## config.mk

```make
export PLATFORM = sky130hd
export DESIGN_NAME = fsc_mul
export DESIGN_NICKNAME = d
export VERILOG_FILES = /design/src/sv/fsc_pkg.sv /design/src/sv/fsc_mul.sv
export SDC_FILE = /design/constraint.sdc
export NUM_CORES = 2
export LEC_CHECK = 0
export ABC_AREA = 1
export ABC_CLOCK_PERIOD_IN_PS = 8800
export BUFFER_PORTS_ARGS = -buffer_cell sky130_fd_sc_hd__buf_4
export CORE_ASPECT_RATIO = 0.5
export CORE_MARGIN = 1.5
export CORE_UTILIZATION = 45
export CTS_CLUSTER_DIAMETER = 40
export DETAILED_ROUTE_END_ITERATION = 10
export GPL_TIMING_DRIVEN = 0
export HOLD_SLACK_MARGIN = 0.06
export SLEW_MARGIN = 15
export SYNTH_ARGS = -nofsm -noshare
export SYNTH_HDL_FRONTEND = slang
export SYNTH_SLANG_ARGS = --single-unit
```

## constraint.sdc

```tcl
create_clock -name clk_i -period 8.8 [get_ports clk_i]
set_input_delay 1.76 -clock clk_i [delete_from_list [all_inputs] [get_ports clk_i]]
set_output_delay 1.76 -clock clk_i [all_outputs]
set_load 0.05 [all_outputs]
```

## src/sv/fsc_pkg.sv

```systemverilog
// fsc_pkg: shared types, constants and saturating helpers for the frustum sphere culler
// used by fsc_mul, fsc_div, the top level frustum_sphere_culler and the testbench
package fsc_pkg;

  localparam int FRAC_BITS_DEF = 16;
  localparam int PLANE_CNT     = 6;

  typedef enum logic [1:0] {
    ACT_LOAD_VIEW = 2'd0,
    ACT_LOAD_PROJ = 2'd1,
    ACT_BUILD     = 2'd2,
    ACT_TEST      = 2'd3
  } action_e;

  typedef enum logic [4:0] {
    S_IDLE,
    S_CLIP_MUL,
    S_CLIP_WAIT,
    S_CLIP_ACC,
    S_EXTRACT,
    S_LEN_MUL,
    S_LEN_WAIT,
    S_LEN_ACC,
    S_SQRT_GO,
    S_SQRT_WAIT,
    S_ZERO,
    S_DIV_GO,
    S_DIV_WAIT,
    S_TEST_MUL,
    S_TEST_WAIT,
    S_TEST_ACC,
    S_TEST_D
  } state_e;

  // strobes from the sequencer to the shared units
  typedef struct packed {
    logic mul_load;
    logic sqrt_start;
    logic div_start;
  } fsc_ctrl_t;

  localparam logic signed [63:0] SAT_MAX = 64'sd2147483647;
  localparam logic signed [63:0] SAT_MIN = -64'sd2147483648;

  function automatic logic signed [31:0] sat32(input logic signed [63:0] v);
    logic signed [31:0] r;
    if (v > SAT_MAX) begin
      r = 32'sh7FFFFFFF;
    end else if (v < SAT_MIN) begin
      r = 32'sh80000000;
    end else begin
      r = v[31:0];
    end
    return r;
  endfunction

  function automatic logic signed [31:0] sadd32(input logic signed [31:0] a,
                                                input logic signed [31:0] b);
    logic signed [63:0] s;
    s = {{32{a[31]}}, a} + {{32{b[31]}}, b};
    return sat32(s);
  endfunction

  function automatic logic signed [31:0] ssub32(input logic signed [31:0] a,
                                                input logic signed [31:0] b);
    logic signed [63:0] s;
    s = {{32{a[31]}}, a} - {{32{b[31]}}, b};
    return sat32(s);
  endfunction

endpackage

```

## src/sv/fsc_mul.sv

```systemverilog
// fsc_mul: shared 32x32 signed multiplier with registered operands and product
// depends on fsc_pkg for the saturation helper
module fsc_mul #(
  parameter int FRAC_BITS = fsc_pkg::FRAC_BITS_DEF
) (
  input  logic               clk_i,
  input  logic               load_i,
  input  logic signed [31:0] a_i,
  input  logic signed [31:0] b_i,
  output logic signed [63:0] prod_o,
  output logic signed [31:0] fixed_o
);
  import fsc_pkg::*;

  logic signed [31:0] a_q, b_q;
  logic signed [63:0] prod_q;

  // operand capture, then one multiply stage
  always_ff @(posedge clk_i) begin
    if (load_i) begin
      a_q <= a_i;
      b_q <= b_i;
    end
    prod_q <= a_q * b_q;
  end

  // arithmetic shift rounds toward minus infinity
  assign prod_o  = prod_q;
  assign fixed_o = sat32(prod_q >>> FRAC_BITS);

endmodule

```

==> impl_metrics.csv <==
group,metric,value,unit
status,outcome,"complete, but fails checks",
status,violations,"negative setup slack",
cells_and_area,layout.nets,6724,
synth,synth_fa_ha_area_frac,0.566,
cts,clkLatencyLatePin,560,ps
placed_design,gp_congestion,1.06,
critical_path,cp_cell_sequence,"clkbuf_1 > nand2_1 > fa_1 > inv_1 > fa_1 > fa_1 > inv_1 > fa_1 > inv_1 > fa_1 > fa_1 > fa_1 > inv_1 > fa_1 > inv_1 > ha_1 > a21oi_1 > o21ai_0 > nand2_1 > nand2_1 > a21oi_1 > nand3_1 > xor2_1",
grt,grt_max_degree,65,
cts,clk_pin_slew,80,ps
cts,clock-sinks,128,
cells_and_area,final_cells,6663,
drt,drt-initial-drc-count,4215,
cells_and_area,layout-drive-gt1-share,0.0583,
critical_path,critPathLaunchType,"register",
critical_path,critPathKind,"reg2reg",
timing,rsz0062_at_grt,"true",
synth,synthXorXnorAreaFrac,0.00848,
synth,yosys.area.top_type,"fa_1",
cts,cts_hold_buf,0,
synth,ys_top_cells_by_area,"fa_1 51%, inv_1 15%, nand2_1 13%",
timing,drv_slew,0,
synth,synth_edf_count,64,
synth,netlist_instances,5205,
synth,ys_warn_count,0,
placed_design,hpwl,164000,µm
timing,skew,33.2,ps
synth,yosysSeqAreaShare,0.0756,
critical_path,path_max_fanout,10,
timing,min_period,8810,ps
cts,root_buffer,"clkbuf_16",
cts,h-tree-depth,4,
synth,yosys_most_used_dff,"edfxtp_1",
grt,grt_first_pass_wirelength,272000,µm
synth,synth_commonest_cells,"1680 x inv_1, 1467 x nand2_1, 1082 x fa_1",
critical_path,endpoint_kind,"register",
cells_and_area,area_delta_synth_final,8.29,%
drt,wl,192000,µm
die,core_area,0.0931,mm²
timing,period_share,1.00,
die,rows,79,
synth,synth_top_cell_area_share,0.511,
cells_and_area,fillers,9367,
timing,finalWorstSetupSlack,-8.31,ps
timing,relSlewSlack,0.0675,
die,fp.dieH,220,µm
synth,synth_top_family_by_area,"adder cells",
critical_path,cp_common_cell,"fa_1",
critical_path,cpMaxStageDelayCell,"fa_1",
critical_path,ff2ff_path_depth,23,
critical_path,cp.arrival,9230,ps
critical_path,ff2ff_setup_slack,-8,ps
grt,gr-usage-all-layers,0.416,
synth,async_flop_share,0,
die,ioPinCount,162,
synth,syn_nets,6537,
synth,synth_compound_area_frac,0.0184,
synth,avgSynthCellArea,8.14,µm²
grt,gr-total-overflow,0,
synth,synthMuxAreaShare,0,
drt,post-route-drc-count,0,
job,drv_cap,0,
synth,synth.distinct_cells,38,
critical_path,slowest_delay,940,ps
die,start_util,0.455,
drt,detail-route-antenna-nets,0,
timing,setup_viol,1,
die,chipWidth,437,µm
drt,viasPerCell,5.29,
cts,tritoncts,"yes",
die,die_area,0.0961,mm²
placed_design,placed_cells,6621,
cts,cts_buffers,17,
worst_hold_path,hold_class,"reg2reg",
drt,wire_per_inst,28.8,µm
placed_design,dp_slack,-576,ps
critical_path,critPathRequiredTime,9220,ps
drt,routed-via-count,35230,
grt,antenna_found_initial,10,
drt,dr.pass1.iters,6,
grt,grt_pass1_vias,36551,
synth,yosysMostFrequentCell,"inv_1",
synth,synth-seq-cells,128,
timing,finalHoldViolCount,0,
placed_design,portBuffers,161,
worst_hold_path,whs_path_depth,2,
synth,synth_area,0.0423,mm²
cells_and_area,fin_util,0.493,
synth,yosys.area_share.simple,0.164,
timing,max_freq,114,MHz
cts,clockBufferDepth,2,
timing,tightest_slew,1400,ps
==> cell families after synthesis <==
group	after synthesis
buffers and inverters	1888
flip-flops	128
AND/OR/NAND/NOR	1740
adder cells (fa/ha/maj)	1266
XOR/XNOR	41
AO/OA/AOI/OAI	142
==> flip-flops by register name, summed over array words and instances (netlist names) <==
register,cells
prod_o,64
b_q,32
a_q,32
==> worst max-delay path: cells and delay by family, from the launching register on <==
kind / cells / cell delay, ps
XOR/XNOR: 1 / 240
buffers and inverters: 6 / 1260
adder cells (fa/ha/maj): 9 / 5010
AND/OR/NAND/NOR: 4 / 850
AO/OA/AOI/OAI: 3 / 770
flip-flops: 1 / 550
==> layout make-up <==
class | count | area (µm²) | share of cell area
inverters | 1686 | 6330 | 0.138
clock inverters | 14 | 155 | 0.00338
multi-input cells | 3189 | 32100 | 0.699
flip-flops and latches | 128 | 3200 | 0.0698
clock buffers | 18 | 429 | 0.00936
plain buffers | 200 | 812 | 0.0177
repair buffers | 170 | 1280 | 0.0279
diodes | 3 | 7.51 | 0.000164
well taps | 1255 | 1570 | 0.0342
==> metal layers <==
metal / global-route usage / routed length (µm)
met1: 0.566 / 77800
met2: 0.573 / 75700
met3: 0.195 / 29900
met4: 0.155 / 8560
met5: 0 / 220
==> timing repair <==
action | 4_1_cts | 5_1_grt
endpoints found under the hold margin | 0 | 0
pin swaps | 0 | 1
endpoints found under the setup margin | 22 | 22
resized for setup | 5 | 47
setup buffers | 0 | 8
==> path summary, 6_finish.rpt <==
check                                        from                  to
worst min-delay path             a_q[0]$_DFFE_PP_   prod_o[0]$_DFF_P_
worst min register to register   a_q[0]$_DFFE_PP_   prod_o[0]$_DFF_P_
worst max-delay path            a_q[27]$_DFFE_PP_  prod_o[40]$_DFF_P_
worst max register to register  a_q[27]$_DFFE_PP_  prod_o[40]$_DFF_P_
==> cell usage in the layout (no fill, tap or decap), drive strengths merged, types with 9 or more instances in the layout <==
| master | count |
|---|---|
| a21oi | 67 |
| buf | 174 |
| clkbuf | 212 |
| dfxtp | 64 |
| edfxtp | 64 |
| fa | 1082 |
| ha | 184 |
| inv | 1688 |
| nand2 | 1488 |
| nand3 | 64 |
| nand4 | 22 |
| nor2 | 129 |
| nor3 | 13 |
| o21ai | 55 |
| o21bai | 17 |
| or2 | 9 |
| xor2 | 34 |
==> per-stage QoR <==
step	instance area [µm²]	hold WS, ps	TNS (ps)
5_1_grt	45900	717	-47.9
6_report	45900	721	-8.31
4_1_cts	45700	712	0
3_3_place_gp	45100	696	-7790
3_5_place_dp	45100	720	-6600
2_1_floorplan	42300	487	0
Power is not shown: default switching activity piles up to over one toggle a cycle in this logic, so the estimate is an artifact.
