==> src/sv/fsc_pkg.sv <==
// fsc_pkg: shared types, constants and saturating helpers for the frustum sphere culler
// used by fsc_mul, fsc_div, the top level frustum_sphere_culler and the testbench
package fsc_pkg;

  localparam int FRAC_BITS_DEF = 16;
  localparam int PLANE_CNT     = 6;

  typedef enum logic [1:0] {
    ACT_LOAD_VIEW = 2'd0,
    ACT_LOAD_PROJ = 2'd1,
    ACT_BUILD     = 2'd2,
    ACT_TEST      = 2'd3
  } action_e;

  typedef enum logic [4:0] {
    S_IDLE,
    S_CLIP_MUL,
    S_CLIP_WAIT,
    S_CLIP_ACC,
    S_EXTRACT,
    S_LEN_MUL,
    S_LEN_WAIT,
    S_LEN_ACC,
    S_SQRT_GO,
    S_SQRT_WAIT,
    S_ZERO,
    S_DIV_GO,
    S_DIV_WAIT,
    S_TEST_MUL,
    S_TEST_WAIT,
    S_TEST_ACC,
    S_TEST_D
  } state_e;

  // strobes from the sequencer to the shared units
  typedef struct packed {
    logic mul_load;
    logic sqrt_start;
    logic div_start;
  } fsc_ctrl_t;

  localparam logic signed [63:0] SAT_MAX = 64'sd2147483647;
  localparam logic signed [63:0] SAT_MIN = -64'sd2147483648;

  function automatic logic signed [31:0] sat32(input logic signed [63:0] v);
    logic signed [31:0] r;
    if (v > SAT_MAX) begin
      r = 32'sh7FFFFFFF;
    end else if (v < SAT_MIN) begin
      r = 32'sh80000000;
    end else begin
      r = v[31:0];
    end
    return r;
  endfunction

  function automatic logic signed [31:0] sadd32(input logic signed [31:0] a,
                                                input logic signed [31:0] b);
    logic signed [63:0] s;
    s = {{32{a[31]}}, a} + {{32{b[31]}}, b};
    return sat32(s);
  endfunction

  function automatic logic signed [31:0] ssub32(input logic signed [31:0] a,
                                                input logic signed [31:0] b);
    logic signed [63:0] s;
    s = {{32{a[31]}}, a} - {{32{b[31]}}, b};
    return sat32(s);
  endfunction

endpackage

==> src/sv/fsc_div.sv <==
// fsc_div: restoring divider for (x * 2^FRAC_BITS) / len, one quotient bit per cycle
// depends on fsc_pkg for the saturation helper
module fsc_div #(
  parameter int FRAC_BITS = fsc_pkg::FRAC_BITS_DEF
) (
  input  logic               clk_i,
  input  logic               rst_ni,
  input  logic               start_i,
  input  logic signed [31:0] num_i,
  input  logic [31:0]        den_i,
  output logic               done_o,
  output logic signed [31:0] quo_o
);
  import fsc_pkg::*;

  localparam int NW    = 32 + FRAC_BITS;
  localparam int CNT_W = $clog2(NW);

  logic [NW-1:0]    dvd_q;
  logic [31:0]      rem_q, den_q;
  logic             neg_q, busy_q, done_q;
  logic [CNT_W-1:0] cnt_q;
  logic [32:0]      rem_sh, diff;
  logic             ge;
  logic [32:0]      mag;
  logic signed [63:0] ext, sval;

  assign mag    = num_i[31] ? 33'(-{num_i[31], num_i}) : {1'b0, num_i};
  assign rem_sh = {rem_q, dvd_q[NW-1]};
  assign diff   = rem_sh - {1'b0, den_q};
  assign ge     = (rem_sh >= {1'b0, den_q});

  // step control
  always_ff @(posedge clk_i or negedge rst_ni) begin
    if (!rst_ni) begin
      busy_q <= 1'b0;
      done_q <= 1'b0;
      cnt_q  <= '0;
    end else begin
      done_q <= busy_q && (cnt_q == CNT_W'(NW - 1));
      if (start_i) begin
        busy_q <= 1'b1;
        cnt_q  <= '0;
      end else if (busy_q) begin
        cnt_q <= cnt_q + CNT_W'(1);
        if (cnt_q == CNT_W'(NW - 1)) begin
          busy_q <= 1'b0;
        end
      end
    end
  end

  // dividend shifts out while quotient bits shift in
  always_ff @(posedge clk_i) begin
    if (start_i) begin
      dvd_q <= {mag[31:0], {FRAC_BITS{1'b0}}};
      rem_q <= '0;
      den_q <= den_i;
      neg_q <= num_i[31];
    end else if (busy_q) begin
      dvd_q <= {dvd_q[NW-2:0], ge};
      rem_q <= ge ? diff[31:0] : rem_sh[31:0];
    end
  end

  // sign and saturate the magnitude quotient
  assign ext    = $signed({{(64-NW){1'b0}}, dvd_q});
  assign sval   = neg_q ? -ext : ext;
  assign quo_o  = sat32(sval);
  assign done_o = done_q;

endmodule

==> config.mk <==
export PLATFORM = sky130hd
export DESIGN_NAME = fsc_div
export DESIGN_NICKNAME = d
export VERILOG_FILES = /design/src/sv/fsc_pkg.sv /design/src/sv/fsc_div.sv
export SDC_FILE = /design/constraint.sdc
export NUM_CORES = 1
export LEC_CHECK = 0
export CORE_MARGIN = 4
export CORE_UTILIZATION = 65
export DETAILED_ROUTE_END_ITERATION = 8
export DONT_BUFFER_PORTS = 1
export HOLD_SLACK_MARGIN = 0.03
export MAX_ROUTING_LAYER = met4
export PLACE_DENSITY = 0.87
export SLEW_MARGIN = 0
export SYNTH_ARGS = -nofsm -noshare
export SYNTH_HDL_FRONTEND = slang
export SYNTH_SLANG_ARGS = --single-unit
==> constraint.sdc <==
create_clock -name clk_i -period 4.55 [get_ports clk_i]
set_input_delay 0.2275 -clock clk_i [delete_from_list [all_inputs] [get_ports clk_i]]
set_output_delay 0.2275 -clock clk_i [all_outputs]
set_load 0.05 [all_outputs]
==> run summary <==
The run finished with clean final reports. The fraction of synthesis flops using an asynchronous set or reset pin is 0.06612. The critical path in this run is classified as register to primary output. The total count of hold-check failures in the final report is 0.

The congestion estimate from routability-driven global placement came to 0.9716. The library cells used most frequently in the layout, excluding fill and tap cells, are nor2_1 (91), nand2_1 (82), edfxtp_1 (65), buf_4 (58), inv_1 (55). The die width was 125.8 um. TritonCTS built the clock tree. Counting along the longest clock path gives a buffer depth of 2. The clock tree root buffer cell is clkbuf_16. The clock arrives with 0.009265 ns of skew. The run gives 121 as the CTS sink count.

Leaving out fill and tap cells, the most frequent cell in the layout is nor2_1. The initial DRC count was 789; the required time at the endpoint of the critical path was 4.32 ns. The global-route usage over all layers is 0.3032. The worst path in the final design needs a cycle of 4.419 ns, including I/O delays and setup.

The floorplan step set the die height to 125.8 um. The number of antenna diodes in the final layout is 0. The detailed router placed 8348 vias in this run.

The fraction of power consumed by combinational cells was 0.448; the number of search-and-repair iterations in the first detailed-routing pass was 5. The relative contribution of sequential cells to total power is 0.291. The critical path startpoint category is a register. After synthesis, the netlist uses 78 different library cells. The placement-stage cell area came out at 0.009265 mm^2. Synthesis produced a netlist with a net count of 1131. The first-pass GRT wire length was 38480 um. In this run the worst hold path is classified as primary input to register. The run gives 0.4893 mV as the peak supply drop. For the minimum setup slack after placement, the log shows 0.3981 ns. The cell area that synthesis handed to floorplanning was 0.009016 mm^2.

The max-slew violation total from the final report was 0; the post-route DRC violation count was 0. The number of global-route vias before repair is 7868. In the final timing run, aggregate negative setup slack is 0 ns. Once detailed placement completed, the half-perimeter wirelength came to 15250 um. The sequential cells in the finished layout cover a total of 0.003114 mm^2. After clock tree synthesis, the clock-pin slew on the worst setup and hold paths is 0.06 ns. Pin placement for this block handled 100 I/O pins.

The ratio of cells with drive above 1 in the final layout was 0.1324. The part of the cycle the worst path needs was 0.9713. The routed length per placed instance came out at 18.75 um. In this run the tool buffered the top-level ports with 0 buffer cells.

The worst register-to-register path ends at rem_q[19]. The tools report the share of power burned in the clock network as 0.261. In this run the power spent charging and discharging nets is 0.002073 W. The worst register-to-register path begins at den_q[1].

After floorplanning, the core was sized to cover 0.01340 mm^2. The level count of the clock H-tree is 4, and the remaining global-route overflow is 0. Final routed wirelength across all metal layers: 23830 um. The sequential-to-total area share from yosys stat was 0.3453. The worst path arrival time is 4.19 ns. For the final design instance area without fill, the log shows 0.01047 mm^2. Among all flip-flop cells after synthesis, the most frequent one is edfxtp_1. The run gives 1028 as the number of instances in the synthesized netlist. The tools report the net count reported at finish as 1185. Counting flops with a built-in enable in the synthesized netlist gives 65.

The number of failing setup endpoints in the final timing report is 0, and the maximum clock frequency is 226.3 MHz. After floorplanning, the core was divided into 42 placement rows. The worst setup path is captured at a primary output. The post-detailed-route via-to-cell ratio is 6.568. The synthesized area divided by synthesized cell count came out at 8.771 um^2.

Sink of the worst hold path: dvd_q[28]. The clock insertion delay at the later pin of the skew report was 0.43 ns. The power density over the cells is 504.1 mW/mm^2, and the number of cells traversed by the worst hold path is 1. On the final layout, the worst hold slack is 0.04957 ns.

Once detail routing completed, the nets flagged for antenna violations numbered 0. The number of clock buffers added by TritonCTS is 17. The setup check on the worst reg-to-reg path leaves a slack of 0.79 ns. The tools report the launch instance of the worst min-delay path as start_i. The synthesized design contains 121 register bits. The number of antenna violations at the first check in global routing came out at 0. Of all nets on the critical path, the largest fanout is 31. Entering global routing, the biggest net connects 105 pins. The switching power as a share of total power is 0.3930, and the setup slack of the critical path after layout is 0.1308 ns. The starting density of the core is 0.6728. Counting the fill cells in the layout gives 876. The die area was 0.01582 mm^2; the number of synthesis warnings was 0.

The number of cell instances on the worst register-to-register path is 12. At the pin with the least slew margin, the transition time is 0.9119 ns. The leakage component of the power came out at 4.278 nW. The worst slew slack as a fraction of its limit is 0.3921, and the total of max-cap violations is 0.

The tools report the multi-input combinational cell area as 0.005459 mm^2. The layout-stage area growth over the synthesis result was 16.07%; the internal power consumption was 0.003202 W.
## metal layers
metal,GRT usage,up-vias,part of all wire
met4,0.1281,0,0.040
li1,-,3937,-
met3,0.05504,96,0.070
met5,-,-,0
met2,0.5085,402,0.49
met1,0.3605,3913,0.40
## cells in the mapped netlist, drive strengths merged (3+ instances only)
| library cell | instances | area share |
|---|---|---|
| a211o | 4 | 0.0039 |
| a211oi | 16 | 0.013 |
| a21o | 11 | 0.0092 |
| a21oi | 52 | 0.029 |
| a22o | 31 | 0.030 |
| a311oi | 13 | 0.013 |
| a31oi | 6 | 0.0042 |
| a32oi | 3 | 0.0029 |
| a41oi | 3 | 0.0029 |
| and3 | 5 | 0.0035 |
| buf | 20 | 0.015 |
| clkbuf | 42 | 0.020 |
| dfrtp | 8 | 0.022 |
| dfxtp | 48 | 0.11 |
| edfxtp | 65 | 0.22 |
| ha | 35 | 0.049 |
| inv | 55 | 0.023 |
| mux2 | 3 | 0.0037 |
| mux2i | 26 | 0.029 |
| nand2 | 83 | 0.035 |
| nand2b | 8 | 0.0056 |
| nand3 | 23 | 0.013 |
| nand3b | 3 | 0.0025 |
| nand4 | 14 | 0.0097 |
| nand4b | 6 | 0.0065 |
| nor2 | 93 | 0.039 |
| nor2b | 9 | 0.0062 |
| nor3 | 27 | 0.015 |
| nor3b | 3 | 0.0025 |
| nor4 | 14 | 0.013 |
| o211ai | 5 | 0.0042 |
| o21a | 8 | 0.0067 |
| o21ai | 69 | 0.047 |
| o21bai | 3 | 0.0025 |
| o221ai | 9 | 0.0087 |
| o31a | 6 | 0.0058 |
| o31ai | 23 | 0.019 |
| o41ai | 15 | 0.017 |
| or2 | 6 | 0.0042 |
| or3 | 29 | 0.020 |
| or4 | 12 | 0.010 |
| xnor2 | 52 | 0.051 |
| xor2 | 39 | 0.038 |
## how the worst max path moves through the flow
stage,from,to,slack (ns),cells past startpoint
floorplan,dvd_q[26],quo_o[3],0.17,10
global placement,dvd_q[25],quo_o[7],0.37,11
detailed placement,dvd_q[26],quo_o[12],0.40,11
CTS,dvd_q[15],quo_o[4],0.004,11
global route,dvd_q[15],quo_o[21],-0.04,11
finish,dvd_q[18],quo_o[21],0.13,11
## sequential cells by signal, indices dropped and copies added, names as in the netlist
| name | cells |
|---|---|
| neg_q | 1 |
| den_q | 32 |
| rem_q | 32 |
| done_o | 1 |
| cnt_q | 6 |
| busy_q | 1 |
| dvd_q | 48 |
## worst max-delay path: stages, from the launching register on
cell	delay [ns]
edfxtp_1	0.45
or4_4	0.57
nand3b_1	0.24
or3_4	0.42
nor3_2	0.18
mux2_2	0.36
nor4_1	0.26
nand4_1	0.20
o41ai_4	0.42
buf_12	0.25
o221ai_1	0.17
buf_4	0.23
## area by class of cell
cell class              instances  share of cell area
inverters                      56             0.02009
clock inverters                 5            0.004902
repair buffers                 97             0.08154
flip-flops and latches        121              0.2976
well taps                     176             0.02104
multi-input cells             789              0.5216
clock buffers                  27             0.05320
## power groups by stage
stage	Sequential (W)	Combinational (W)	Clock [W]
finish	0.00154	0.00236	0.00138
floorplan	0.00148	0.00180	0
global route	0.00156	0.00259	0.00143
CTS	0.00153	0.00228	0.00138
global placement	0.00154	0.00216	0
detailed placement	0.00155	0.00219	0
## cells by family after synthesis
logic type                 count (synthesis)  synth area share
and+or+nand+nor                          341            0.1914
muxes                                     29           0.03261
DFF                                      121            0.3453
AOI/OAI and AO/OA                        292            0.2338
xor gates and xnor gates                  91           0.08840
buffers and inverters                    118           0.05773
adders and majority gates                 36           0.05079
## through the flow
step                cells  power [W]    util
floorplan            1028   0.003274       -
global placement     1185   0.003700  0.6914
detailed placement   1185   0.003737  0.6914
CTS                  1255   0.005184  0.7669
global route         1271   0.005585  0.7810
finish               1271   0.005275  0.7810
## timing repair
action                                  CTS  global route
pin swaps                                 0             4
hold endpoints to repair                146             0
gates resized for setup                   2            13
setup buffers                             0            16
endpoints found under the setup margin   10            31
hold buffers                             38             0
Note: power is estimated with default switching activity, not from simulation.
