File: src/sv/fsc_sqrt.sv
// fsc_sqrt: iterative integer square root, two radicand bits per cycle
// uses nothing from fsc_pkg (no shared items needed)
module fsc_sqrt (
  input  logic        clk_i,
  input  logic        rst_ni,
  input  logic        start_i,
  input  logic [63:0] radicand_i,
  output logic        done_o,
  output logic [31:0] root_o
);
  logic [63:0] n_q;
  logic [33:0] rem_q;
  logic [31:0] root_q;
  logic [4:0]  cnt_q;
  logic        busy_q, done_q;
  logic [35:0] rem_sh, trial;
  logic        ge;

  // one digit of the root per step
  assign rem_sh = {rem_q, n_q[63:62]};
  assign trial  = {2'b00, root_q, 2'b01};
  assign ge     = (rem_sh >= trial);

  always_ff @(posedge clk_i or negedge rst_ni) begin
    if (!rst_ni) begin
      busy_q <= 1'b0;
      done_q <= 1'b0;
      cnt_q  <= '0;
    end else begin
      done_q <= busy_q && (cnt_q == 5'd31);
      if (start_i) begin
        busy_q <= 1'b1;
        cnt_q  <= '0;
      end else if (busy_q) begin
        cnt_q <= cnt_q + 5'd1;
        if (cnt_q == 5'd31) begin
          busy_q <= 1'b0;
        end
      end
    end
  end

  // datapath registers
  always_ff @(posedge clk_i) begin
    if (start_i) begin
      n_q    <= radicand_i;
      rem_q  <= '0;
      root_q <= '0;
    end else if (busy_q) begin
      n_q    <= {n_q[61:0], 2'b00};
      rem_q  <= ge ? 34'(rem_sh - trial) : rem_sh[33:0];
      root_q <= {root_q[30:0], ge};
    end
  end

  assign done_o = done_q;
  assign root_o = root_q;

endmodule

File: config.mk
export PLATFORM = sky130hd
export DESIGN_NAME = fsc_sqrt
export DESIGN_NICKNAME = d
export VERILOG_FILES = /design/src/sv/fsc_sqrt.sv
export SDC_FILE = /design/constraint.sdc
export NUM_CORES = 1
export LEC_CHECK = 0
export BUFFER_PORTS_ARGS = -buffer_cell sky130_fd_sc_hd__buf_4
export CORE_MARGIN = 5
export CORE_UTILIZATION = 60
export DETAILED_ROUTE_END_ITERATION = 8
export PLACE_DENSITY_LB_ADDON = 0.12
export SYNTH_ARGS = -nofsm -noshare
export SYNTH_HDL_FRONTEND = slang
export SYNTH_SLANG_ARGS = --single-unit
File: constraint.sdc
create_clock -name clk_i -period 5.94 [get_ports clk_i]
set_clock_uncertainty 0.15 [all_clocks]
set_input_delay 0.297 -clock clk_i [delete_from_list [all_inputs] [get_ports clk_i]]
set_output_delay 0.297 -clock clk_i [all_outputs]
set_load 0.01 [all_outputs]
==> summary by stage, run 1 <==
Yosys
The synthesized design contains about 140 register bits. During synthesis, Yosys emitted a total of 0 warnings. The dominant register cell in the synthesized netlist is dfxtp_1.

The number of nets handed over by synthesis was 867. The synthesized area per cell is 10.0 sq um. Of all cell types, the one taking the most synthesized area is edfxtp_1. The share of synthesized area in the top cell type comes to roughly a quarter. The combined area of all synthesized cells is 7640 sq um. The distinct cell type count after synthesis is 65. The synthesized design contains 64 enable-type register cells. By area the synthesized netlist is led by edfxtp_1 (25%), dfxtp_1 (17%), mux2_2 (9.1%). The portion of the post-synthesis area used by sequential elements is 44.8%. The share of async-settable or async-resettable flops after synthesis is 5.11%. The number of instances in the synthesized netlist is 764.

Layout
After the last flow step, the layout net total stands at 945. The antenna diode instance count is 0. The fraction of layout cells with a size suffix above 1 is between 20% and 30%. Summing all non-filler instances in the final layout gives an area of 9050 sq um.

The area growth from synthesis to layout is 18.5%.

Clock network
The number of clock buffers added by TritonCTS is 17. In this run, post-CTS repair resized a total of 0 instances. The clock latency reported for the late side of the worst-skew pair is between 0.4 and 0.5 ns. The clock-pin slew reported for the worst setup and hold paths after clock tree synthesis is 0.06 ns. The number of clock sinks is 137. The cell sitting at the root of the clock tree is a clkbuf_16. The H-tree was split into 4 levels.

The maximum count of clock buffers along a single path is 2. TritonCTS built the clock tree.

Route
For this block, the via count after detailed routing is between 5000 and 6000. After detailed routing, the total wire length is 16600 um. After detailed routing, the number of vias per cell comes to 5.79.

The number of design rule violations left after detail routing is 0. The routed wirelength normalized by instance count is 16.2 um. The detail route stage leaves a number of antenna-violating nets equal to 0. The detailed router finished its first iteration with 392 violations. The detailed-router iteration count before antenna repair is 7.

Worst setup path
Among all stages on the critical path, the largest delay is contributed by nor2_2. The data required time of the worst path is 6.09 ns. The worst setup path startpoint is root_o[27]. In this run the worst path has a maximum fanout of 18. The startpoint class of the critical path is a flip-flop.

For the worst flop-to-flop path, the logic depth is 11. The gate family responsible for the most delay along the worst path is compound AO/OA/AOI/OAI gates. The worst register-to-register path begins at root_o[27]. Traced cell by cell, the critical path runs through inv_1, ha_1, a211oi_1, o21bai_1, nor3b_1, a22o_1, o21ai_0, nor2_2, buf_4, nand2_1, a311oi_1. The endpoint of the lowest-slack register-to-register path is rem_q[3]. Data on the critical path arrives at its endpoint at approximately 3.8 ns.

The last element of the critical path is rem_q[3]. Counting buffers and inverters, the worst setup path is 11 cells deep. The worst setup path is of the flip-flop to flip-flop kind. The worst setup path is captured at a flip-flop. The combined buffer and inverter count along the critical path is 2. For this run, the slowest stage of the critical path takes 0.61 ns. Across all register-to-register paths, the minimum setup slack is 2.30 ns.

Global route
For met1 alone, demand over resource in global routing was a little under a third. The global routing stage identified its most utilized layer as met2. The met2 global-route usage is 34.9%. The initial antenna violation count is 0. The number of global-route vias before repair came to 5741.

Global routing consumed, over all layers together, 22.8% of the routing resources. The first global-routing pass estimated 27300 um of wire. For this run, global-route usage on met3 was measured as under 10%.

Summed over all layers, the global routing overflow is 0. The largest net degree at the start of global routing is between 70 and 80.

Die
The I/O pin total is 100. For this configuration, the core starts out at a cell density of about 60%. The floorplan has 41 rows.

The floorplan step set the die height to between 100 and 150 um. The placeable core region is between 10000 and 15000 sq um. The die is 123 um wide. The die covers 15100 sq um.

Place
Detailed placement finished with a half-perimeter wire length of about 11000 um. The weighted congestion reported at the end of routability-driven placement is just over 0.9. The post-placement setup slack is between 2 and 2.5 ns.

The count of buffers added on input and output ports is 99. The cell area after placement is around 8400 sq um.

Power and ir drop
Power spread over the standard cell area amounts to 478 nW/um^2. Summed over all cells, the static leakage comes to between 3 and 4 nW. The worst-case IR drop observed on VDD is 0.249 mV.

STA
The headroom to the max-slew limit is 44.7%. Setup slack on the critical path of the routed design comes to between 2 and 2.5 ns. Setup repair after global routing left no endpoint under its margin. Derived from the worst setup path, the maximum achievable clock frequency is 0.274 GHz.

For the pin with the worst max-slew slack, the measured transition is 0.829 ns. The final hold violation count was 0. Setup violations remaining at the end of the flow were counted as 0. Hold timing on the final database bottoms out at a slack of roughly 0.023 ns. The post-route minimum period is 3.64 ns. After routing, the total negative slack on setup checks comes to 0 ns. Of the available clock period, the critical path in the final layout requires 61.4%. The count of final max-slew check failures came to 0.

Flow run
The max capacitance violation total is 0.

Hold path
The type of the most critical hold path is primary input to flip-flop. The hold path startpoint is radicand_i[41].

Run status
The run finished with clean final reports.
==> cell families (layout without fill, tap and decap cells) <==
group	count (synthesis)	count (layout)	synth area share (%)
XOR/XNOR	28	28	3.21
AO/OA/AOI/OAI	154	154	14.1
flip-flops	137	137	44.8
multiplexers	98	98	13.9
adder cells (fa/ha/maj)	36	36	5.90
buffers and inverters	86	177	4.52
AND/OR/NAND/NOR	225	225	13.6
==> cells in the final DEF (no fill, tap or decap), types with 5 or more instances in the layout <==
cell type / instances
buf_4: 103
nor2_1: 78
nand2_1: 74
dfxtp_1: 66
edfxtp_1: 64
mux2_2: 62
a21oi_1: 41
inv_1: 40
mux2i_1: 36
ha_1: 36
a311oi_1: 24
o21ai_0: 22
xnor2_1: 18
clkbuf_16: 17
nand3_1: 14
a21o_1: 13
xor2_1: 10
nand4_1: 10
nor3_1: 8
o211ai_1: 6
and2_1: 6
dfrtp_1: 6
a211oi_1: 5
o21bai_1: 5
nand2b_1: 5
clkinv_4: 5
==> metal layers <==
layer	wire (um)	part of all wire, %
met1	7490	45
met5	0	0
met3	833	5.0
met2	7960	48
met4	363	2.2
==> timing repair <==
item                                   4_1_cts  5_1_grt
endpoints found under the hold margin        8        0
setup buffers                                0        0
hold buffers                                 2        0
==> cells in the mapped netlist, drive strengths merged (5+ instances only) <==
library cell  number
nor3               8
mux2              62
nor2              79
o21bai             5
a311oi            24
buf               17
o21ai             27
o211ai             6
inv               40
nand3             14
a211oi             5
nand2             75
clkbuf            29
xor2              10
nand2b             5
edfxtp            64
dfxtp             66
a21oi             42
dfrtp              7
ha                36
xnor2             18
nand4             11
and2               6
a21o              13
mux2i             36
==> worst min-delay path by stage <==
stage                   end  slack (ns)  cells after the start
floorplan            busy_q       -0.15                      0
global placement     done_o       -0.04                      1
detailed placement   done_o       -0.03                      1
CTS                  n_q[8]       0.006                      2
global route         n_q[0]       0.006                      2
finish              n_q[41]        0.02                      2
==> power by group <==
group          total [mW]  switching (mW)  leakage (nW)  internal (mW)
Combinational        2.04            1.18          2.33          0.857
Clock                1.06           0.433         0.285          0.626
Sequential           1.23          0.0919          1.31           1.14
Total                4.32            1.70          3.93           2.62
==> worst register-to-register path, delay by kind of cell (launching register included) <==
family,cells,cell delay (ns)
compound gates,5,1.20
fa+ha+maj,1,0.42
buf+inv,2,0.44
flops,1,0.37
simple gates,3,0.94
==> final cells by class <==
type                    count  area [sq um]
multi-input cells         541          3870
fillers                   978          3520
flip-flops and latches    137          3420
repair buffers            105           793
clock buffers              17           425
well taps                 172           215
clock inverters            15           168
inverters                  40           150
==> stage by stage <==
step | cells | utilization (%) | power (mW)
4_1_cts | 1027 | 72.0 | 4.32
2_1_floorplan | 764 | - | 2.83
5_1_grt | 1027 | 72.0 | 4.62
6_report | 1027 | 72.0 | 4.32
3_5_place_dp | 993 | 67.1 | 3.24
3_3_place_gp | 993 | 67.1 | 3.19
==> flip-flops by register name, summed over array words and instances (netlist names) <==
| register | flops |
|---|---|
| busy_q | 1 |
| cnt_q | 5 |
| done_o | 1 |
| n_q | 64 |
| rem_q | 34 |
| root_o | 32 |
Power figures use the tool's default switching activity.
==> run 2, diff against run 1 <==
CORE_UTILIZATION = 53   (was 60)
clock period = 3 ns   (was 5.94 ns; I/O delays follow)
==> summary by stage, run 2 (same netlist as run 1, synthesis figures left out) <==
Die
The I/O pin total is 100 (unchanged). The number of rows created at floorplan was 43 (+4.9%). The die extent in x was 130 um (+5.9%). The height of the die is 130 um (+5.9%). The total die area is 16900 sq um (+12%).

The placeable core region is 14000 sq um (+11%). The effective utilization at floorplan was 54.6% (-6.2 points).

Global route
The all-layer global routing usage is 22.8% (+0.051 points). The largest net degree at the start of global routing is 67 (-9.5%). The aggregate global routing overflow is 0 (unchanged).

The initial antenna violation count is 0 (unchanged). The number of global-route vias before repair is 6405 (+12%). The global-route wire length before repair is 31000 um (+13%).

Route
The number of design rule violations left after detail routing is 0 (unchanged). The number of DRC markers after the initial detailed-route iteration is 408 (+4.1%). The final wirelength came to 19600 um (+18%).

The routed wirelength normalized by instance count was 17.1 um (+5.5%). The detailed-router iteration count before antenna repair was 5 (-2). The via count of the routed design is 6465 (+8.7%). The post-detailed-route via-to-cell ratio is 5.64 (-2.6%). The post-detailed-route count of antenna-violating nets is 0 (unchanged).

Run status
The flow ran to the end, and the final reports show no timing, DRC or antenna violations.

STA
The transition time of the tightest slew-check pin is 0.850 ns (+0.0215 ns). The post-route minimum period was 2.95 ns (-0.690 ns). The count of endpoints failing setup in the final report is 0 (unchanged). The final hold violation count is 0 (unchanged). The upper clock frequency limit is 0.339 GHz (+23%).

The headroom to the max-slew limit was 43.3% (-1.4 points). The period utilization came to 98.5% (+37 points). The count of final max-slew check failures is 0 (unchanged).

Setup repair after global routing could not meet its margin everywhere.

Clock network
The root buffer cell chosen for the clock tree is clkbuf_16. The number of clock buffers inserted by TritonCTS is 17 (unchanged). The depth of the CTS H-tree came to 4 (unchanged). The clock-pin slew reported for the worst setup and hold paths after clock tree synthesis is 0.06 ns (about the same).

The maximum count of clock buffers along a single path is 2 (unchanged). TritonCTS built the clock tree. The number of clock sinks is 137 (unchanged).

The clock latency reported for the late side of the worst-skew pair is 0.42 ns (about the same).

Power and ir drop
The internal power contribution is 6.20 mW (+140%). The power density over cell area is 953 nW/um^2 (+99%). The portion of total power attributed to sequential cells is 24.7% (-3.8 points). The switching share of power is 37.6% (-1.8 points).

The leakage power of the design is 4.51 nW (+15%). The portion of total power attributed to the clock network is 22.8% (-1.7 points). The post-layout total power is 9.93 mW (+130%). The combinational group share of total power is 52.4% (+5.3 points). The net load switching power is 3.73 mW (+120%). The peak supply drop is 0.584 mV (+130%).

Layout
The area growth from synthesis to layout is 36.3%. The antenna diode instance count came to 0 (unchanged). The sequential cell area is 3430 sq um (+0.26%).

The final cell area excluding filler cells is 10400 sq um (+15%). The post-layout net count is 1057 (+12%). The fraction of layout cells with a size suffix above 1 is 30.0% (+5.7 points). In the layout the commonest cells are buf_4 (143), nor2_1 (78), nand2_1 (74). The total of fill cells in the finished design was 963 (-1.5%). n_q holds more flip-flops than any other register. Leaving out fill and tap cells, the most frequent cell in the layout is buf_4.

The flip-flop count of the largest register, all copies and words added is 64 (unchanged). The area used by multi-input combinational logic is 4100 sq um (+5.8%).

Worst setup path
The combined buffer and inverter count along the critical path is 2 (unchanged). The biggest fanout along the worst timing path is 8 (-10). The kind of cell with the highest combined delay along the critical path is compound AO/OA/AOI/OAI gates.

The critical path is of the flip-flop to flip-flop type. STA classifies the critical path startpoint as a flip-flop. The critical path goes through inv_1, ha_1, buf_4, a211oi_2, o21bai_2, nor3b_1, a22o_1, o21a_1, nand2_4, mux2i_1, a2111oi_2. The data required time of the worst path is 3.16 ns (-2.93 ns). The worst setup path is captured at a flip-flop.

The data arrival time of the critical path is 3.12 ns (-0.68 ns). The slowest library cell on the worst path is dfxtp_1. The largest stage delay on the critical path is 0.38 ns (-0.23 ns).

Place
The placed wire-length estimate after detailed placement is 12500 um (+9.1%). The weighted congestion reported at the end of routability-driven placement came to 0.902 (-2.1%). The cell area after placement is 8760 sq um (+3.8%). The count of input and output buffers was 99 (unchanged).

Hold path
In this run the worst hold path is classified as flip-flop to flip-flop.

Flow run
The max capacitance violation total is 0 (unchanged).
==> run 2: cell count changes in the layout (fill, tap and decap cells not counted), sizes merged <==
| cell | before | now |
|---|---|---|
| bufinv | 2 | 5 |
| dlygate4sd3 | 2 | 67 |
| clkinv | 7 | 4 |
| inv | 44 | 41 |
| buf | 103 | 149 |
| clkbuf | 17 | 20 |
==> run 2: tightest hold or removal path, delay by kind of cell, from the launching register on <==
kind	cells	cell delay, ns
and+or+nand+nor	1	0.06
AOI/OAI and AO/OA	1	0.07
DFF	1	0.32
==> run 2: power groups by stage <==
stage / clock, mW / sequential, mW / combinational [mW]
after floorplan: 0 / 2.41 / 3.18
after global placement: 0 / 2.46 / 4.28
after detailed placement: 0 / 2.47 / 4.37
after CTS: 2.29 / 2.44 / 4.61
after global routing: 2.39 / 2.48 / 5.65
final: 2.27 / 2.46 / 5.20
==> run 2: area by class of cell <==
cell class / instances / area share [%]
tap: 180 / 2.16
multi-input combinational: 541 / 39.4
sequential: 137 / 32.9
timing repair buffer: 217 / 18.0
inverter: 40 / 1.44
clock buffer: 19 / 4.16
clock inverter: 12 / 1.91
==> run 2: worst paths after layout <==
path / start / end / slack, ns / cells past startpoint
worst max-delay path: root_o[27] / rem_q[26] / 0.05 / 11
worst min-delay path: rem_q[4] / rem_q[6] / 0.35 / 2
worst max register to register: root_o[27] / rem_q[26] / 0.05 / 11
worst min register to register: rem_q[4] / rem_q[6] / 0.35 / 2
max in group asynchronous: rst_ni / busy_q / 1.88 / 3
min in group asynchronous: rst_ni / done_o / 0.54 / 3
==> run 2: per-stage QoR <==
stage          util (%)  hold slack, ns  TNS [ns]  instances  setup slack (ns)
6_report           74.4           0.346         0       1146            0.0461
5_1_grt            74.4           0.385   -0.0965       1146           -0.0249
4_1_cts            72.3           0.339         0       1136           0.00270
3_5_place_dp       62.6          -0.182    -0.166       1036           -0.0849
3_3_place_gp       62.6          -0.186         0       1036            0.0884
2_1_floorplan         -          -0.296         0        764             0.251
==> run 2: per-layer routing <==
layer / routed length, um / up-vias / global-route usage [%]
met5: 0 / - / 0
met4: 332 / 0 / 7.76
met3: 747 / 26 / 3.44
met2: 9960 / 166 / 39.3
met1: 8570 / 3124 / 29.4
li1: - / 3149 / -
==> run 2: repair_timing <==
item                                   in CTS  in global routing
gates cloned                                0                  1
buffers inserted                            2                  9
hold buffers                               67                  0
setup endpoints to repair                  17                 33
resized for setup                           8                 42
endpoints found under the hold margin      75                  0
pin swaps                                   1                 11
==> run 3, diff against run 2 <==
CORE_MARGIN = 2   (was 5)
==> summary by stage, run 3 (same netlist as run 1, synthesis figures left out) <==
Layout
The fraction of layout cells with a size suffix above 1 is 31.6% (+1.6 points). The share of the core filled with cells was 74.7% (+0.30 points). More flip-flops sit in one register than any other, and that register is n_q.

Relative to the synthesized area, the layout overhead comes to 36.9%. The most common cell after layout, fill and taps aside is buf_4. In the layout the commonest cells are buf_4 (146), nor2_1 (78), nand2_1 (74). The post-layout net count is 1062 (+0.47%). The final cell area excluding filler cells is 10500 sq um (+0.40%). The flip-flop count of the largest register, all copies and words added is 64 (unchanged).

Power and ir drop
The post-layout total power came to 10.0 mW (+1.1%). The net load switching power is 3.95 mW (+6.0%). The leakage power of the design came to 4.51 nW (about the same). The power density over cell area is 960 nW/um^2 (+0.70%). The internal power contribution is 6.08 mW (-1.8%). The portion of total power attributed to the clock network was 21.6% (-1.2 points).

The peak supply drop was 0.503 mV (-14%). The switching share of power is 39.4% (+1.8 points). The portion of total power attributed to sequential cells came to 24.5% (-0.2 points).

The combinational group share of total power was 54.0% (+1.6 points).

Worst setup path
The largest stage delay on the critical path is 0.37 ns (about the same). The combined buffer and inverter count along the critical path is 2 (unchanged). The signal on the critical path passes through inv_1, ha_2, o211ai_1, o21ai_0, o21ai_0, a31oi_2, a221oi_1, buf_4, o21ai_1, mux2i_1, o32ai_1.

The length in cells of the worst reg-to-reg path is 11 (unchanged). The data required time of the worst path was 3.15 ns (about the same). The most critical setup path has its startpoint at root_o[1]. The cell that appears most often on the critical path is o21ai_0.

The data arrival time of the critical path is 3.06 ns (-0.06 ns). By startpoint and endpoint, the worst setup path is classified as flip-flop to flip-flop. The endpoint identified for the worst register-to-register timing path is rem_q[25]. The biggest fanout along the worst timing path is 5 (-3).

The reg-to-reg startpoint is root_o[1]. The worst setup path is launched from a flip-flop. The number of cells on the critical path is 11 (unchanged). The largest individual stage delay along the critical path comes from the cell ha_2. Among cell families on the critical path, the largest total delay comes from compound AO/OA/AOI/OAI gates.

STA classifies the critical path endpoint as a flip-flop. The reg-to-reg setup timing slack came to 0.1 ns (+0.05 ns).

Global route
The number of global-route vias before repair is 6452 (+0.73%). The initial antenna violation count is 1 (+1). The all-layer global routing usage is 26.0% (+3.2 points). The largest net degree at the start of global routing came to 67 (unchanged). The aggregate global routing overflow is 0 (unchanged). The global-route wire length before repair was 31200 um (+0.71%).

Die
The number of rows created at floorplan came to 43 (unchanged). The total die area is 15400 sq um (-9.0%). The I/O pin total is 100 (unchanged). The placeable core region came to 14000 sq um (unchanged). The effective utilization at floorplan is 54.6% (unchanged).

The die extent in x came to 124 um (-4.6%). The height of the die is 124 um (-4.6%).

Route
The detailed-router iteration count before antenna repair is 5 (unchanged). The number of design rule violations left after detail routing is 0 (unchanged). The post-detailed-route via-to-cell ratio is 5.81 (+2.9%). The final wirelength is 20500 um (+4.7%). The number of DRC markers after the initial detailed-route iteration is 526 (+29%). The routed wirelength normalized by instance count is 17.8 um (+4.1%). The post-detailed-route count of antenna-violating nets is 0 (unchanged).

The via count of the routed design is 6694 (+3.5%).

Clock network
The clock latency reported for the late side of the worst-skew pair was 0.43 ns (about the same). TritonCTS built the clock tree. The clock-pin slew reported for the worst setup and hold paths after clock tree synthesis came to 0.06 ns (about the same). The number of clock sinks came to 137 (unchanged).

The maximum count of clock buffers along a single path is 2 (unchanged). The depth of the CTS H-tree is 4 (unchanged). The number of clock buffers inserted by TritonCTS is 17 (unchanged). The master cell of the clock root buffer is clkbuf_16.

STA
The count of endpoints failing setup in the final report is 0 (unchanged). The count of final max-slew check failures is 0 (unchanged). The headroom to the max-slew limit is 48.3% (+5.0 points). The transition time of the tightest slew-check pin is 0.775 ns (-0.0756 ns).

The period utilization came to 96.8% (-1.6 points). The final hold violation count is 0 (unchanged). The upper clock frequency limit is 0.344 GHz (+1.7%). The post-route minimum period is 2.90 ns (-0.0489 ns). The worst-case setup margin in the final layout is 0.0950 ns (+0.0489 ns). The worst hold margin is 0.349 ns (+0.00334 ns).

Place
The placed wire-length estimate after detailed placement is 12000 um (-4.0%). The cell area after placement is 8730 sq um (-0.29%). The count of input and output buffers came to 99 (unchanged). The post-placement setup slack is -0.0212 ns (+0.0637 ns). The weighted congestion reported at the end of routability-driven placement is 0.958 (+6.2%).

Flow run
The max capacitance violation total is 0 (unchanged).

Hold path
The path with the worst hold slack has its endpoint at rem_q[1]. The cell depth of the worst min-delay path is 2 (unchanged). The type of the most critical hold path is flip-flop to flip-flop. The hold path startpoint is rem_q[1].

Run status
The run finished with clean final reports.
[run 3: power groups by stage]
stage	clock (mW)	combinational (mW)	sequential, mW
4_1_cts	2.18	4.47	2.44
5_1_grt	2.27	5.87	2.48
3_3_place_gp	0	4.20	2.46
3_5_place_dp	0	4.27	2.47
2_1_floorplan	0	3.18	2.41
6_report	2.16	5.42	2.45
[run 3: layer usage]
metal,vias up,global-route usage [%],wire length (um)
li1,3174,-,-
met1,3221,33.2,8630
met2,252,43.8,10300
met3,47,4.81,1090
met4,0,9.83,477
met5,-,0,0
[run 3: stage by stage]
| step | cells | setup TNS, ns |
|---|---|---|
| 4_1_cts | 1135 | 0 |
| 6_report | 1153 | 0 |
| 3_3_place_gp | 1036 | 0 |
| 2_1_floorplan | 764 | 0 |
| 3_5_place_dp | 1036 | -0.0303 |
| 5_1_grt | 1153 | -0.0943 |
[run 3: worst max-delay path by stage]
stage	to	slack, ns
4_1_cts	rem_q[11]	0.006
3_5_place_dp	rem_q[26]	-0.02
5_1_grt	rem_q[25]	-0.05
6_report	rem_q[25]	0.1
2_1_floorplan	rem_q[26]	0.25
3_3_place_gp	rem_q[26]	0.05
[run 3: area by class of cell]
cell class | count | area (sq um)
Clock inverter | 9 | 114
Fill cell | 929 | 3530
Tap cell | 180 | 225
Timing Repair Buffer | 220 | 1860
Sequential cell | 137 | 3430
Inverter | 40 | 150
Antenna cell | 1 | 2.50
Clock buffer | 23 | 500
Multi-Input combinational cell | 543 | 4180
[run 3: worst register-to-register path, delay by kind of cell, from the launching register on]
kind	cells	cell delay, ns
AO/OA/AOI/OAI	7	1.47
multiplexers	1	0.24
buffers and inverters	2	0.22
adder cells (fa/ha/maj)	1	0.37
flip-flops	1	0.34
[run 3: what timing repair did]
action	4_1_cts	5_1_grt
buffers inserted	0	12
hold buffers	67	0
hold endpoints to repair	72	0
setup endpoints to repair	11	33
pin swaps	0	18
cloned	0	5
gates resized for setup	7	59
